`src/cfd_pkg.sv`:
```
package cfd_pkg;

    localparam int VAL_W       = 10;
    localparam int OCC_W       = 7;
    localparam int S_TDATA_W   = 16;
    localparam int M_TDATA_W   = 24;
    localparam int MAX_SEEN    = 1024;

    typedef enum logic [1:0] {
        CMD_ENQ   = 2'd0,
        CMD_DEQ   = 2'd1,
        CMD_DEDUP = 2'd2,
        CMD_READ  = 2'd3
    } cmd_t;

    typedef enum logic [1:0] {
        ST_OK    = 2'd0,
        ST_FULL  = 2'd1,
        ST_EMPTY = 2'd2
    } status_t;

    typedef enum logic [3:0] {
        S_CLEAR,
        S_IDLE,
        S_DEQ,
        S_DD_RD,
        S_DD_SEEN,
        S_DD_CHK,
        S_DC_RD,
        S_DC_WR,
        S_DD_DONE,
        S_RO_RD,
        S_RO_OUT
    } state_t;

    typedef struct packed {
        logic [VAL_W-1:0] data;
        status_t          status;
        logic [OCC_W-1:0] occupancy;
        logic             last;
    } res_t;

endpackage

```
`src/cfd_ram.sv`:
```
module cfd_ram #(
    parameter int WIDTH = 10,
    parameter int DEPTH = 8
) (
    input  logic                                      clk,
    input  logic                                      wr_en,
    input  logic [((DEPTH > 1) ? $clog2(DEPTH) : 1)-1:0] wr_addr,
    input  logic [WIDTH-1:0]                          wr_data,
    input  logic                                      rd_en,
    input  logic [((DEPTH > 1) ? $clog2(DEPTH) : 1)-1:0] rd_addr,
    output logic [WIDTH-1:0]                          rd_data
);

    logic [WIDTH-1:0] mem [DEPTH];

    always_ff @(posedge clk)
    begin
        if (wr_en)
        begin
            mem[wr_addr] <= wr_data;
        end
        if (rd_en)
        begin
            rd_data <= mem[rd_addr];
        end
    end

endmodule

```
`src/cfd_modadd.sv`:
```
module cfd_modadd #(
    parameter int DEPTH = 8
) (
    input  logic [((DEPTH > 1) ? $clog2(DEPTH) : 1)-1:0] a,
    input  logic [$clog2(DEPTH + 1)-1:0]                 b,
    output logic [((DEPTH > 1) ? $clog2(DEPTH) : 1)-1:0] sum
);

    localparam int PTR_W = (DEPTH > 1) ? $clog2(DEPTH) : 1;
    localparam int CNT_W = $clog2(DEPTH + 1);
    localparam logic [CNT_W:0] LIMIT = (CNT_W + 1)'(DEPTH);

    logic [CNT_W:0] raw;
    logic [CNT_W:0] wrapped;

    // both operands stay below twice the depth, so one subtract wraps it
    always_comb
    begin
        raw     = (CNT_W + 1)'(a) + (CNT_W + 1)'(b);
        wrapped = (raw >= LIMIT) ? (raw - LIMIT) : raw;
        sum     = wrapped[PTR_W-1:0];
    end

endmodule

```
`src/cfd_ctrl.sv`:
```
module cfd_ctrl #(
    parameter int DEPTH       = 8,
    parameter int VALUE_RANGE = 1024
) (
    input  logic                                      clk,
    input  logic                                      rst_n,
    input  logic                                      in_valid,
    output logic                                      in_ready,
    input  cfd_pkg::cmd_t                             in_cmd,
    input  logic [cfd_pkg::VAL_W-1:0]                 in_value,
    input  logic                                      out_free,
    output logic                                      res_valid,
    output cfd_pkg::res_t                             res,
    output logic                                      slot_wr_en,
    output logic [((DEPTH > 1) ? $clog2(DEPTH) : 1)-1:0] slot_wr_addr,
    output logic [cfd_pkg::VAL_W-1:0]                 slot_wr_data,
    output logic                                      slot_rd_en,
    output logic [((DEPTH > 1) ? $clog2(DEPTH) : 1)-1:0] slot_rd_addr,
    input  logic [cfd_pkg::VAL_W-1:0]                 slot_rd_data,
    output logic                                      seen_wr_en,
    output logic [$clog2((VALUE_RANGE < cfd_pkg::MAX_SEEN) ? VALUE_RANGE
                         : cfd_pkg::MAX_SEEN)-1:0]    seen_wr_addr,
    output logic [0:0]                                seen_wr_data,
    output logic                                      seen_rd_en,
    output logic [$clog2((VALUE_RANGE < cfd_pkg::MAX_SEEN) ? VALUE_RANGE
                         : cfd_pkg::MAX_SEEN)-1:0]    seen_rd_addr,
    input  logic [0:0]                                seen_rd_data
);

    localparam int PTR_W      = (DEPTH > 1) ? $clog2(DEPTH) : 1;
    localparam int CNT_W      = $clog2(DEPTH + 1);
    localparam int SEEN_DEPTH = (VALUE_RANGE < cfd_pkg::MAX_SEEN) ? VALUE_RANGE
                                : cfd_pkg::MAX_SEEN;
    localparam int SEEN_AW    = $clog2(SEEN_DEPTH);
    localparam logic [CNT_W-1:0]   CNT_FULL  = CNT_W'(DEPTH);
    localparam logic [SEEN_AW-1:0] SEEN_LAST = SEEN_AW'(SEEN_DEPTH - 1);
    localparam logic [16:0]        RANGE_LIM = 17'(VALUE_RANGE);

    cfd_pkg::state_t              state_reg, state_next;
    logic [PTR_W-1:0]             head_reg, head_next;
    logic [PTR_W-1:0]             tail_reg, tail_next;
    logic [CNT_W-1:0]             count_reg, count_next;
    logic [PTR_W-1:0]             idx_reg, idx_next;
    logic [CNT_W-1:0]             kept_reg, kept_next;
    logic [SEEN_AW-1:0]           clr_reg, clr_next;
    logic [cfd_pkg::VAL_W-1:0]    val_reg, val_next;

    logic [PTR_W-1:0]             add_a;
    logic [CNT_W-1:0]             add_b;
    logic [PTR_W-1:0]             add_sum;
    logic                         accept;
    logic                         idx_last;
    logic                         keep;

    function automatic logic in_range(input logic [cfd_pkg::VAL_W-1:0] v);
        return {7'd0, v} < RANGE_LIM;
    endfunction

    // shared ring-index adder
    cfd_modadd #(
        .DEPTH (DEPTH)
    ) u_add (
        .a   (add_a),
        .b   (add_b),
        .sum (add_sum)
    );

    assign in_ready = (state_reg == cfd_pkg::S_IDLE) && out_free;
    assign accept   = in_valid && in_ready;
    assign idx_last = (CNT_W'(idx_reg) + CNT_W'(1)) == count_reg;
    assign keep     = !(in_range(val_reg) && seen_rd_data[0]);

    // outputs and datapath controls
    always_comb
    begin
        add_a        = head_reg;
        add_b        = '0;
        res_valid    = 1'b0;
        res          = '0;
        slot_wr_en   = 1'b0;
        slot_wr_addr = tail_reg;
        slot_wr_data = in_value;
        slot_rd_en   = 1'b0;
        slot_rd_addr = head_reg;
        seen_wr_en   = 1'b0;
        seen_wr_addr = clr_reg;
        seen_wr_data = 1'b0;
        seen_rd_en   = 1'b0;
        seen_rd_addr = slot_rd_data[SEEN_AW-1:0];
        case (state_reg)
            cfd_pkg::S_CLEAR:
            begin
                seen_wr_en = 1'b1;
            end
            cfd_pkg::S_IDLE:
            begin
                add_a = tail_reg;
                add_b = CNT_W'(1);
                if (accept)
                begin
                    res.last      = 1'b1;
                    res.occupancy = cfd_pkg::OCC_W'(count_reg);
                    case (in_cmd)
                        cfd_pkg::CMD_ENQ:
                        begin
                            res_valid = 1'b1;
                            if (count_reg == CNT_FULL)
                            begin
                                res.status = cfd_pkg::ST_FULL;
                            end
                            else
                            begin
                                slot_wr_en    = 1'b1;
                                res.status    = cfd_pkg::ST_OK;
                                res.occupancy = cfd_pkg::OCC_W'(count_reg + CNT_W'(1));
                            end
                        end
                        cfd_pkg::CMD_DEQ:
                        begin
                            if (count_reg == '0)
                            begin
                                res_valid  = 1'b1;
                                res.status = cfd_pkg::ST_EMPTY;
                            end
                            else
                            begin
                                slot_rd_en = 1'b1;
                            end
                        end
                        default:
                        begin
                            if (count_reg == '0)
                            begin
                                res_valid  = 1'b1;
                                res.status = cfd_pkg::ST_EMPTY;
                            end
                        end
                    endcase
                end
            end
            cfd_pkg::S_DEQ:
            begin
                add_b = CNT_W'(1);
                if (out_free)
                begin
                    res_valid     = 1'b1;
                    res.data      = slot_rd_data;
                    res.status    = cfd_pkg::ST_OK;
                    res.occupancy = cfd_pkg::OCC_W'(count_reg - CNT_W'(1));
                    res.last      = 1'b1;
                end
            end
            cfd_pkg::S_DD_RD, cfd_pkg::S_DC_RD, cfd_pkg::S_RO_RD:
            begin
                add_b        = CNT_W'(idx_reg);
                slot_rd_en   = 1'b1;
                slot_rd_addr = add_sum;
            end
            cfd_pkg::S_DD_SEEN:
            begin
                seen_rd_en = in_range(slot_rd_data);
            end
            cfd_pkg::S_DD_CHK:
            begin
                // survivors are packed behind the head, never ahead of the read index
                add_b = kept_reg;
                if (keep)
                begin
                    slot_wr_en   = 1'b1;
                    slot_wr_addr = add_sum;
                    slot_wr_data = val_reg;
                    seen_wr_en   = in_range(val_reg);
                    seen_wr_addr = val_reg[SEEN_AW-1:0];
                    seen_wr_data = 1'b1;
                end
            end
            cfd_pkg::S_DC_WR:
            begin
                // the marked values are exactly the survivors, so clear them again
                seen_wr_en   = in_range(slot_rd_data);
                seen_wr_addr = slot_rd_data[SEEN_AW-1:0];
            end
            cfd_pkg::S_DD_DONE:
            begin
                add_b = kept_reg;
                if (out_free)
                begin
                    res_valid     = 1'b1;
                    res.status    = cfd_pkg::ST_OK;
                    res.occupancy = cfd_pkg::OCC_W'(kept_reg);
                    res.last      = 1'b1;
                end
            end
            cfd_pkg::S_RO_OUT:
            begin
                if (out_free)
                begin
                    res_valid     = 1'b1;
                    res.data      = slot_rd_data;
                    res.status    = cfd_pkg::ST_OK;
                    res.occupancy = cfd_pkg::OCC_W'(count_reg);
                    res.last      = idx_last;
                end
            end
            default:
            begin
            end
        endcase
    end

    // next state and register updates
    always_comb
    begin
        state_next = state_reg;
        head_next  = head_reg;
        tail_next  = tail_reg;
        count_next = count_reg;
        idx_next   = idx_reg;
        kept_next  = kept_reg;
        clr_next   = clr_reg;
        val_next   = val_reg;
        case (state_reg)
            cfd_pkg::S_CLEAR:
            begin
                clr_next = clr_reg + SEEN_AW'(1);
                if (clr_reg == SEEN_LAST)
                begin
                    state_next = cfd_pkg::S_IDLE;
                end
            end
            cfd_pkg::S_IDLE:
            begin
                if (accept && (count_reg != '0 || in_cmd == cfd_pkg::CMD_ENQ))
                begin
                    idx_next  = '0;
                    kept_next = '0;
                    case (in_cmd)
                        cfd_pkg::CMD_ENQ:
                        begin
                            if (count_reg != CNT_FULL)
                            begin
                                tail_next  = add_sum;
                                count_next = count_reg + CNT_W'(1);
                            end
                        end
                        cfd_pkg::CMD_DEQ:
                        begin
                            state_next = cfd_pkg::S_DEQ;
                        end
                        cfd_pkg::CMD_DEDUP:
                        begin
                            state_next = cfd_pkg::S_DD_RD;
                        end
                        cfd_pkg::CMD_READ:
                        begin
                            state_next = cfd_pkg::S_RO_RD;
                        end
                        default:
                        begin
                        end
                    endcase
                end
            end
            cfd_pkg::S_DEQ:
            begin
                if (out_free)
                begin
                    head_next  = add_sum;
                    count_next = count_reg - CNT_W'(1);
                    state_next = cfd_pkg::S_IDLE;
                end
            end
            cfd_pkg::S_DD_RD:
            begin
                state_next = cfd_pkg::S_DD_SEEN;
            end
            cfd_pkg::S_DD_SEEN:
            begin
                val_next   = slot_rd_data;
                state_next = cfd_pkg::S_DD_CHK;
            end
            cfd_pkg::S_DD_CHK:
            begin
                if (keep)
                begin
                    kept_next = kept_reg + CNT_W'(1);
                end
                if (idx_last)
                begin
                    idx_next   = '0;
                    state_next = cfd_pkg::S_DC_RD;
                end
                else
                begin
                    idx_next   = idx_reg + PTR_W'(1);
                    state_next = cfd_pkg::S_DD_RD;
                end
            end
            cfd_pkg::S_DC_RD:
            begin
                state_next = cfd_pkg::S_DC_WR;
            end
            cfd_pkg::S_DC_WR:
            begin
                if ((CNT_W'(idx_reg) + CNT_W'(1)) == kept_reg)
                begin
                    state_next = cfd_pkg::S_DD_DONE;
                end
                else
                begin
                    idx_next   = idx_reg + PTR_W'(1);
                    state_next = cfd_pkg::S_DC_RD;
                end
            end
            cfd_pkg::S_DD_DONE:
            begin
                if (out_free)
                begin
                    tail_next  = add_sum;
                    count_next = kept_reg;
                    state_next = cfd_pkg::S_IDLE;
                end
            end
            cfd_pkg::S_RO_RD:
            begin
                state_next = cfd_pkg::S_RO_OUT;
            end
            cfd_pkg::S_RO_OUT:
            begin
                if (out_free)
                begin
                    if (idx_last)
                    begin
                        state_next = cfd_pkg::S_IDLE;
                    end
                    else
                    begin
                        idx_next   = idx_reg + PTR_W'(1);
                        state_next = cfd_pkg::S_RO_RD;
                    end
                end
            end
            default:
            begin
                state_next = cfd_pkg::S_IDLE;
            end
        endcase
    end

    always_ff @(posedge clk or negedge rst_n)
    begin
        if (!rst_n)
        begin
            state_reg <= cfd_pkg::S_CLEAR;
            head_reg  <= '0;
            tail_reg  <= '0;
            count_reg <= '0;
            idx_reg   <= '0;
            kept_reg  <= '0;
            clr_reg   <= '0;
        end
        else
        begin
            state_reg <= state_next;
            head_reg  <= head_next;
            tail_reg  <= tail_next;
            count_reg <= count_next;
            idx_reg   <= idx_next;
            kept_reg  <= kept_next;
            clr_reg   <= clr_next;
        end
    end

    always_ff @(posedge clk)
    begin
        val_reg <= val_next;
    end

endmodule

```
`src/circular_fifo_with_dedupe_top.sv`:
```
// enqueue, and any other command that finds the queue empty: result in the following cycle,
// one item per cycle while out_free holds; dequeue: through the registered slot read port
// read-out: slot read, then output, per entry; dedupe: read, seen lookup, check per entry,
// then read, clear per kept one, all sharing one ring-index adder and one slot read port
// reset: pointers and count clear at once, then the min(VALUE_RANGE, 1024) entries of the
// seen bitmap are swept clear with s_tready low
module circular_fifo_with_dedupe_top #(
    parameter int DEPTH       = 8,
    parameter int VALUE_RANGE = 1024
) (
    input  logic                              clk,
    input  logic                              rst_n,
    input  logic                              s_tvalid,
    output logic                              s_tready,
    input  logic [cfd_pkg::S_TDATA_W-1:0]     s_tdata,  // cmd[1:0], value[11:2]
    output logic                              m_tvalid,
    input  logic                              m_tready,
    output logic [cfd_pkg::M_TDATA_W-1:0]     m_tdata,  // data[9:0], status[11:10],
                                                        // occupancy[18:12]
    output logic                              m_tlast
);

    localparam int PTR_W      = (DEPTH > 1) ? $clog2(DEPTH) : 1;
    localparam int SEEN_DEPTH = (VALUE_RANGE < cfd_pkg::MAX_SEEN) ? VALUE_RANGE
                                : cfd_pkg::MAX_SEEN;
    localparam int SEEN_AW    = $clog2(SEEN_DEPTH);

    logic                         m_tvalid_reg;
    cfd_pkg::res_t                res_reg;
    logic                         out_free;
    logic                         res_valid;
    cfd_pkg::res_t                res;

    logic                         slot_wr_en;
    logic [PTR_W-1:0]             slot_wr_addr;
    logic [cfd_pkg::VAL_W-1:0]    slot_wr_data;
    logic                         slot_rd_en;
    logic [PTR_W-1:0]             slot_rd_addr;
    logic [cfd_pkg::VAL_W-1:0]    slot_rd_data;
    logic                         seen_wr_en;
    logic [SEEN_AW-1:0]           seen_wr_addr;
    logic [0:0]                   seen_wr_data;
    logic                         seen_rd_en;
    logic [SEEN_AW-1:0]           seen_rd_addr;
    logic [0:0]                   seen_rd_data;

    assign out_free = !m_tvalid_reg || m_tready;

    cfd_ctrl #(
        .DEPTH       (DEPTH),
        .VALUE_RANGE (VALUE_RANGE)
    ) u_ctrl (
        .clk          (clk),
        .rst_n        (rst_n),
        .in_valid     (s_tvalid),
        .in_ready     (s_tready),
        .in_cmd       (cfd_pkg::cmd_t'(s_tdata[1:0])),
        .in_value     (s_tdata[11:2]),
        .out_free     (out_free),
        .res_valid    (res_valid),
        .res          (res),
        .slot_wr_en   (slot_wr_en),
        .slot_wr_addr (slot_wr_addr),
        .slot_wr_data (slot_wr_data),
        .slot_rd_en   (slot_rd_en),
        .slot_rd_addr (slot_rd_addr),
        .slot_rd_data (slot_rd_data),
        .seen_wr_en   (seen_wr_en),
        .seen_wr_addr (seen_wr_addr),
        .seen_wr_data (seen_wr_data),
        .seen_rd_en   (seen_rd_en),
        .seen_rd_addr (seen_rd_addr),
        .seen_rd_data (seen_rd_data)
    );

    cfd_ram #(
        .WIDTH (cfd_pkg::VAL_W),
        .DEPTH (DEPTH)
    ) u_slots (
        .clk     (clk),
        .wr_en   (slot_wr_en),
        .wr_addr (slot_wr_addr),
        .wr_data (slot_wr_data),
        .rd_en   (slot_rd_en),
        .rd_addr (slot_rd_addr),
        .rd_data (slot_rd_data)
    );

    cfd_ram #(
        .WIDTH (1),
        .DEPTH (SEEN_DEPTH)
    ) u_seen (
        .clk     (clk),
        .wr_en   (seen_wr_en),
        .wr_addr (seen_wr_addr),
        .wr_data (seen_wr_data),
        .rd_en   (seen_rd_en),
        .rd_addr (seen_rd_addr),
        .rd_data (seen_rd_data)
    );

    // output register
    always_ff @(posedge clk or negedge rst_n)
    begin
        if (!rst_n)
        begin
            m_tvalid_reg <= 1'b0;
        end
        else if (res_valid)
        begin
            m_tvalid_reg <= 1'b1;
        end
        else if (m_tready)
        begin
            m_tvalid_reg <= 1'b0;
        end
    end

    always_ff @(posedge clk)
    begin
        if (res_valid)
        begin
            res_reg <= res;
        end
    end

    assign m_tvalid = m_tvalid_reg;
    assign m_tdata  = {5'd0, res_reg.occupancy, res_reg.status, res_reg.data};
    assign m_tlast  = res_reg.last;

    a_no_overwrite: assert property (@(posedge clk) disable iff (!rst_n)
        res_valid |-> (!m_tvalid_reg || m_tready))
        else $error("result produced while the output register is still held");

    a_occ_bound: assert property (@(posedge clk) disable iff (!rst_n)
        m_tvalid |-> (res_reg.occupancy <= cfd_pkg::OCC_W'(DEPTH)))
        else $error("occupancy above depth");

    a_full_occ: assert property (@(posedge clk) disable iff (!rst_n)
        (m_tvalid && res_reg.status == cfd_pkg::ST_FULL)
            |-> (res_reg.occupancy == cfd_pkg::OCC_W'(DEPTH) && m_tlast))
        else $error("full status with queue not full");

    a_status_last: assert property (@(posedge clk) disable iff (!rst_n)
        (m_tvalid && res_reg.status != cfd_pkg::ST_OK) |-> m_tlast)
        else $error("error status on a non-final item");

endmodule
```
`config.mk`:
```
export PLATFORM = sky130hd
export DESIGN_NAME = circular_fifo_with_dedupe_top
export DESIGN_NICKNAME = d
export VERILOG_FILES = /design/src/cfd_pkg.sv /design/src/cfd_ram.sv /design/src/cfd_modadd.sv /design/src/cfd_ctrl.sv /design/src/circular_fifo_with_dedupe_top.sv
export SDC_FILE = /design/constraint.sdc
export NUM_CORES = 2
export LEC_CHECK = 0
export BUFFER_PORTS_ARGS = -buffer_cell sky130_fd_sc_hd__buf_4
export CORE_AREA = 2 2 399 401
export DETAILED_ROUTE_END_ITERATION = 16
export DIE_AREA = 0 0 401 403
export GPL_ROUTABILITY_DRIVEN = 1
export PLACE_DENSITY = 0.58
export SLEW_MARGIN = 15
export SYNTH_ARGS = -nofsm -noshare
export SYNTH_HDL_FRONTEND = slang
export SYNTH_SLANG_ARGS = --single-unit
```
`constraint.sdc`:
```
create_clock -name clk -period 11.7 [get_ports clk]
set_clock_uncertainty 0.05 [all_clocks]
set_input_delay 1.17 -clock clk [delete_from_list [all_inputs] [get_ports clk]]
set_output_delay 1.17 -clock clk [all_outputs]
set_load 0.03 [all_outputs]
```
==> impl_metrics.py <==
metrics = {
    "clock_tree": {
        "clk-insertion-delay-late_ps": 740,
        "clockBufferDepth": 3,
        "root_buffer": "clkbuf_16",
        "cts_tree": "yes",
        "cts_buffers": 120,
        "cts_resized": 0,
        "clock_sinks": 1176,
        "hold_buffers": 0,
        "post_cts_buffers": 0,
        "cts_max_level": 3,
        "clk_pin_slew_ps": 60,
    },
    "finish": {
        "layout_common_cells": "edfxtp_1, nor2_1, mux4_2",
        "final_cell_area_sq_mm": 0.05761,
        "drive_gt1_share_pct": 15.11,
        "largest_register_ffs": 1024,
        "fin_nets": 3669,
        "diodes": 0,
        "post-route-util_pct": 36.59,
        "area_delta_synth_final_pct": 11.72,
        "max_flop_register": "u_seen.mem",
        "final_cells": 5812,
        "fillers": 15010,
        "layout_commonest_cell": "edfxtp_1",
    },
    "floorplan": {
        "die_width_um": 401,
        "initial_core_util_pct": 32.75,
        "core_sq_mm": 0.1575,
        "pin_count": 47,
        "die_y_um": 403,
        "rows": 146,
        "dieArea_sq_mm": 0.1616,
    },
    "pwr": {
        "p_total_mw": 13.44,
        "powerDensity_mw_per_mm2": 233.3,
        "vdd_drop_max_uv": 200.1,
        "power_leakage_nw": 17.49,
    },
    "worst_setup_path": {
        "start_kind": "flop",
        "critical_path.slowest_cell": "buf_4",
        "crit_fanout": 288,
        "cp_common_cell": "buf_4",
        "path_cells": "nand2b_1 > or3_1 > inv_8 > buf_4 > buf_12 > buf_4 > buf_4",
        "crit_arrival_ps": 6890,
        "cp_slowest_stage_delay_ps": 970,
        "endpoint_kind": "flop",
        "required_ps": 12030,
        "criticalPathCategory": "reg -> reg",
    },
    "synth": {
        "synth-seq-cells": 1176,
        "async_reset_ff_share_pct": 2.721,
        "yosysSeqAreaShare_pct": 68.17,
        "synth_cells": 3737,
        "synthTopCellsByArea": "edfxtp_1, mux4_2, nor2_1, mux2i_1, dfrtp_1",
        "avgSynthCellArea_sq_um": 13.80,
        "synth-main-ff-cell": "edfxtp_1",
        "synth_warnings": 0,
        "synth_area_sq_mm": 0.05157,
        "yosys.area.top_type": "edfxtp_1",
        "synth_cell_types": 65,
        "yosysTopAreaCellShare_pct": 66.61,
        "synth-edff-count": 1144,
    },
    "grt": {
        "antenna_found_initial": 1,
        "grt_pass1_vias": 30720,
        "gr-usage-all-layers_pct": 16.96,
        "grt-ovfl-total": 0,
        "grt_pass1_wl_mm": 204.2,
        "grt_max_degree": 289,
    },
    "timing": {
        "layout_min_cycle_time_ps": 6556,
        "finalWorstSetupSlack_ps": 5144,
        "tns_ps": 0,
        "rsz0062_at_grt": "false",
        "fin_crit_sh_pct": 56.03,
        "hold_viol": 0,
        "worstMarginPinSlew_ps": 1262,
        "drv_slew": 0,
        "fmax_ghz": 0.1525,
        "setup_viol": 0,
        "whs_ps": 348.3,
        "max-slew-margin-rel_pct": 15.84,
    },
    "placement": {
        "placed_area_sq_mm": 0.05389,
        "dp_slack_ps": 5074,
        "port_buffers": 37,
        "dp_hpwl_mm": 73.03,
        "dp_cells": 5589,
        "gp_congestion": 0.7790,
    },
    "detailed_routing": {
        "wl_per_cell_um": 23.97,
        "wl_mm": 139.3,
        "drc_errors": 0,
        "ant_nets": 0,
        "drtIter0Drc": 3485,
        "num_vias": 31050,
        "firstDrtPassIters": 6,
        "viasPerCell": 5.342,
    },
    "status": {
        "status": "finished, final reports clean",
    },
    "worst_hold_path": {
        "hp-class": "in -> async",
    },
    "job": {
        "cap_violations": 0,
    },
}
[critical path: cells and delay by family, from the launching register on]
family / cells / cell delay (ps)
buffers and inverters: 5 / 4180
DFF: 1 / 670
and+or+nand+nor: 2 / 960
[where the power goes]
part / internal [mW] / switching (mW) / leakage (nW)
logic: 1.55 / 3.07 / 4.70
registers: 5.02 / 0.131 / 11.0
clock network: 2.05 / 1.63 / 1.83
[worst paths after layout]
path | from | to | slack, ps | cells past startpoint
min reg2reg | u_ctrl.clr_reg[8] | u_ctrl.clr_reg[8] | 460 | 1
max | u_ctrl.state_reg[1] | u_seen.mem[924] | 5140 | 7
min | rst_n | u_ctrl.clr_reg[3] | 350 | 1
max reg2reg | u_ctrl.state_reg[1] | u_seen.mem[924] | 5140 | 7
min in group clk | u_ctrl.clr_reg[8] | u_ctrl.clr_reg[8] | 460 | 1
max in group asynchronous | rst_n | u_ctrl.idx_reg[0] | 10880 | 1
[cell usage after synthesis, types with 7 or more instances]
| library cell | instances |
|---|---|
| mux4_2 | 208 |
| a21oi_1 | 62 |
| xnor2_1 | 14 |
| o221ai_1 | 49 |
| nand2_1 | 190 |
| buf_1 | 63 |
| a221oi_1 | 7 |
| xor2_1 | 12 |
| nand4_1 | 13 |
| a32o_1 | 11 |
| nor2b_1 | 11 |
| o21ai_0 | 38 |
| buf_2 | 85 |
| and2_1 | 22 |
| and3_1 | 7 |
| a31oi_1 | 7 |
| edfxtp_1 | 1144 |
| nor4_1 | 10 |
| mux2_2 | 12 |
| inv_1 | 20 |
| nor3_1 | 27 |
| clkbuf_1 | 163 |
| nor2_1 | 1096 |
| buf_4 | 26 |
| mux2i_1 | 143 |
| o22ai_1 | 36 |
| a22oi_1 | 32 |
| dfrtp_1 | 32 |
| nand3_1 | 58 |
| ha_1 | 8 |
| nor2_2 | 7 |
| nand2b_1 | 14 |
| a22o_1 | 7 |
| a211oi_1 | 33 |
[area by class of cell]
cell class,instances,area [sq um],share of cell area (%)
repair buffers,113,885.9,1.538
clock buffers,156,3189,5.536
clock inverters,67,521.8,0.9056
well taps,2072,2592,4.500
flip-flops and latches,1176,35150,61.02
multi-input cells,2207,15180,26.35
inverters,21,86.33,0.1499
[kinds of logic (layout without fill, tap and decap cells)]
logic type | after synthesis | in the layout | share of synthesized area, %
multiplexers | 363 | 363 | 12.12
buffers and inverters | 358 | 357 | 3.001
adder cells (fa/ha/maj) | 11 | 11 | 0.2912
AND/OR/NAND/NOR | 1482 | 1482 | 11.62
XOR/XNOR | 26 | 26 | 0.4416
AO/OA/AOI/OAI | 320 | 320 | 4.350
flip-flops | 1176 | 1176 | 68.17
other | 1 | 5 | 0.007272
[layer usage]
metal	vias to the layer above	GRT usage [%]	part of all wire, %
met5	-	0	0
met4	0	4.813	2.4
met3	190	2.720	7.2
met2	1126	29.00	50
met1	16140	22.28	41
li1	13600	-	-
Power figures use the tool's default switching activity.
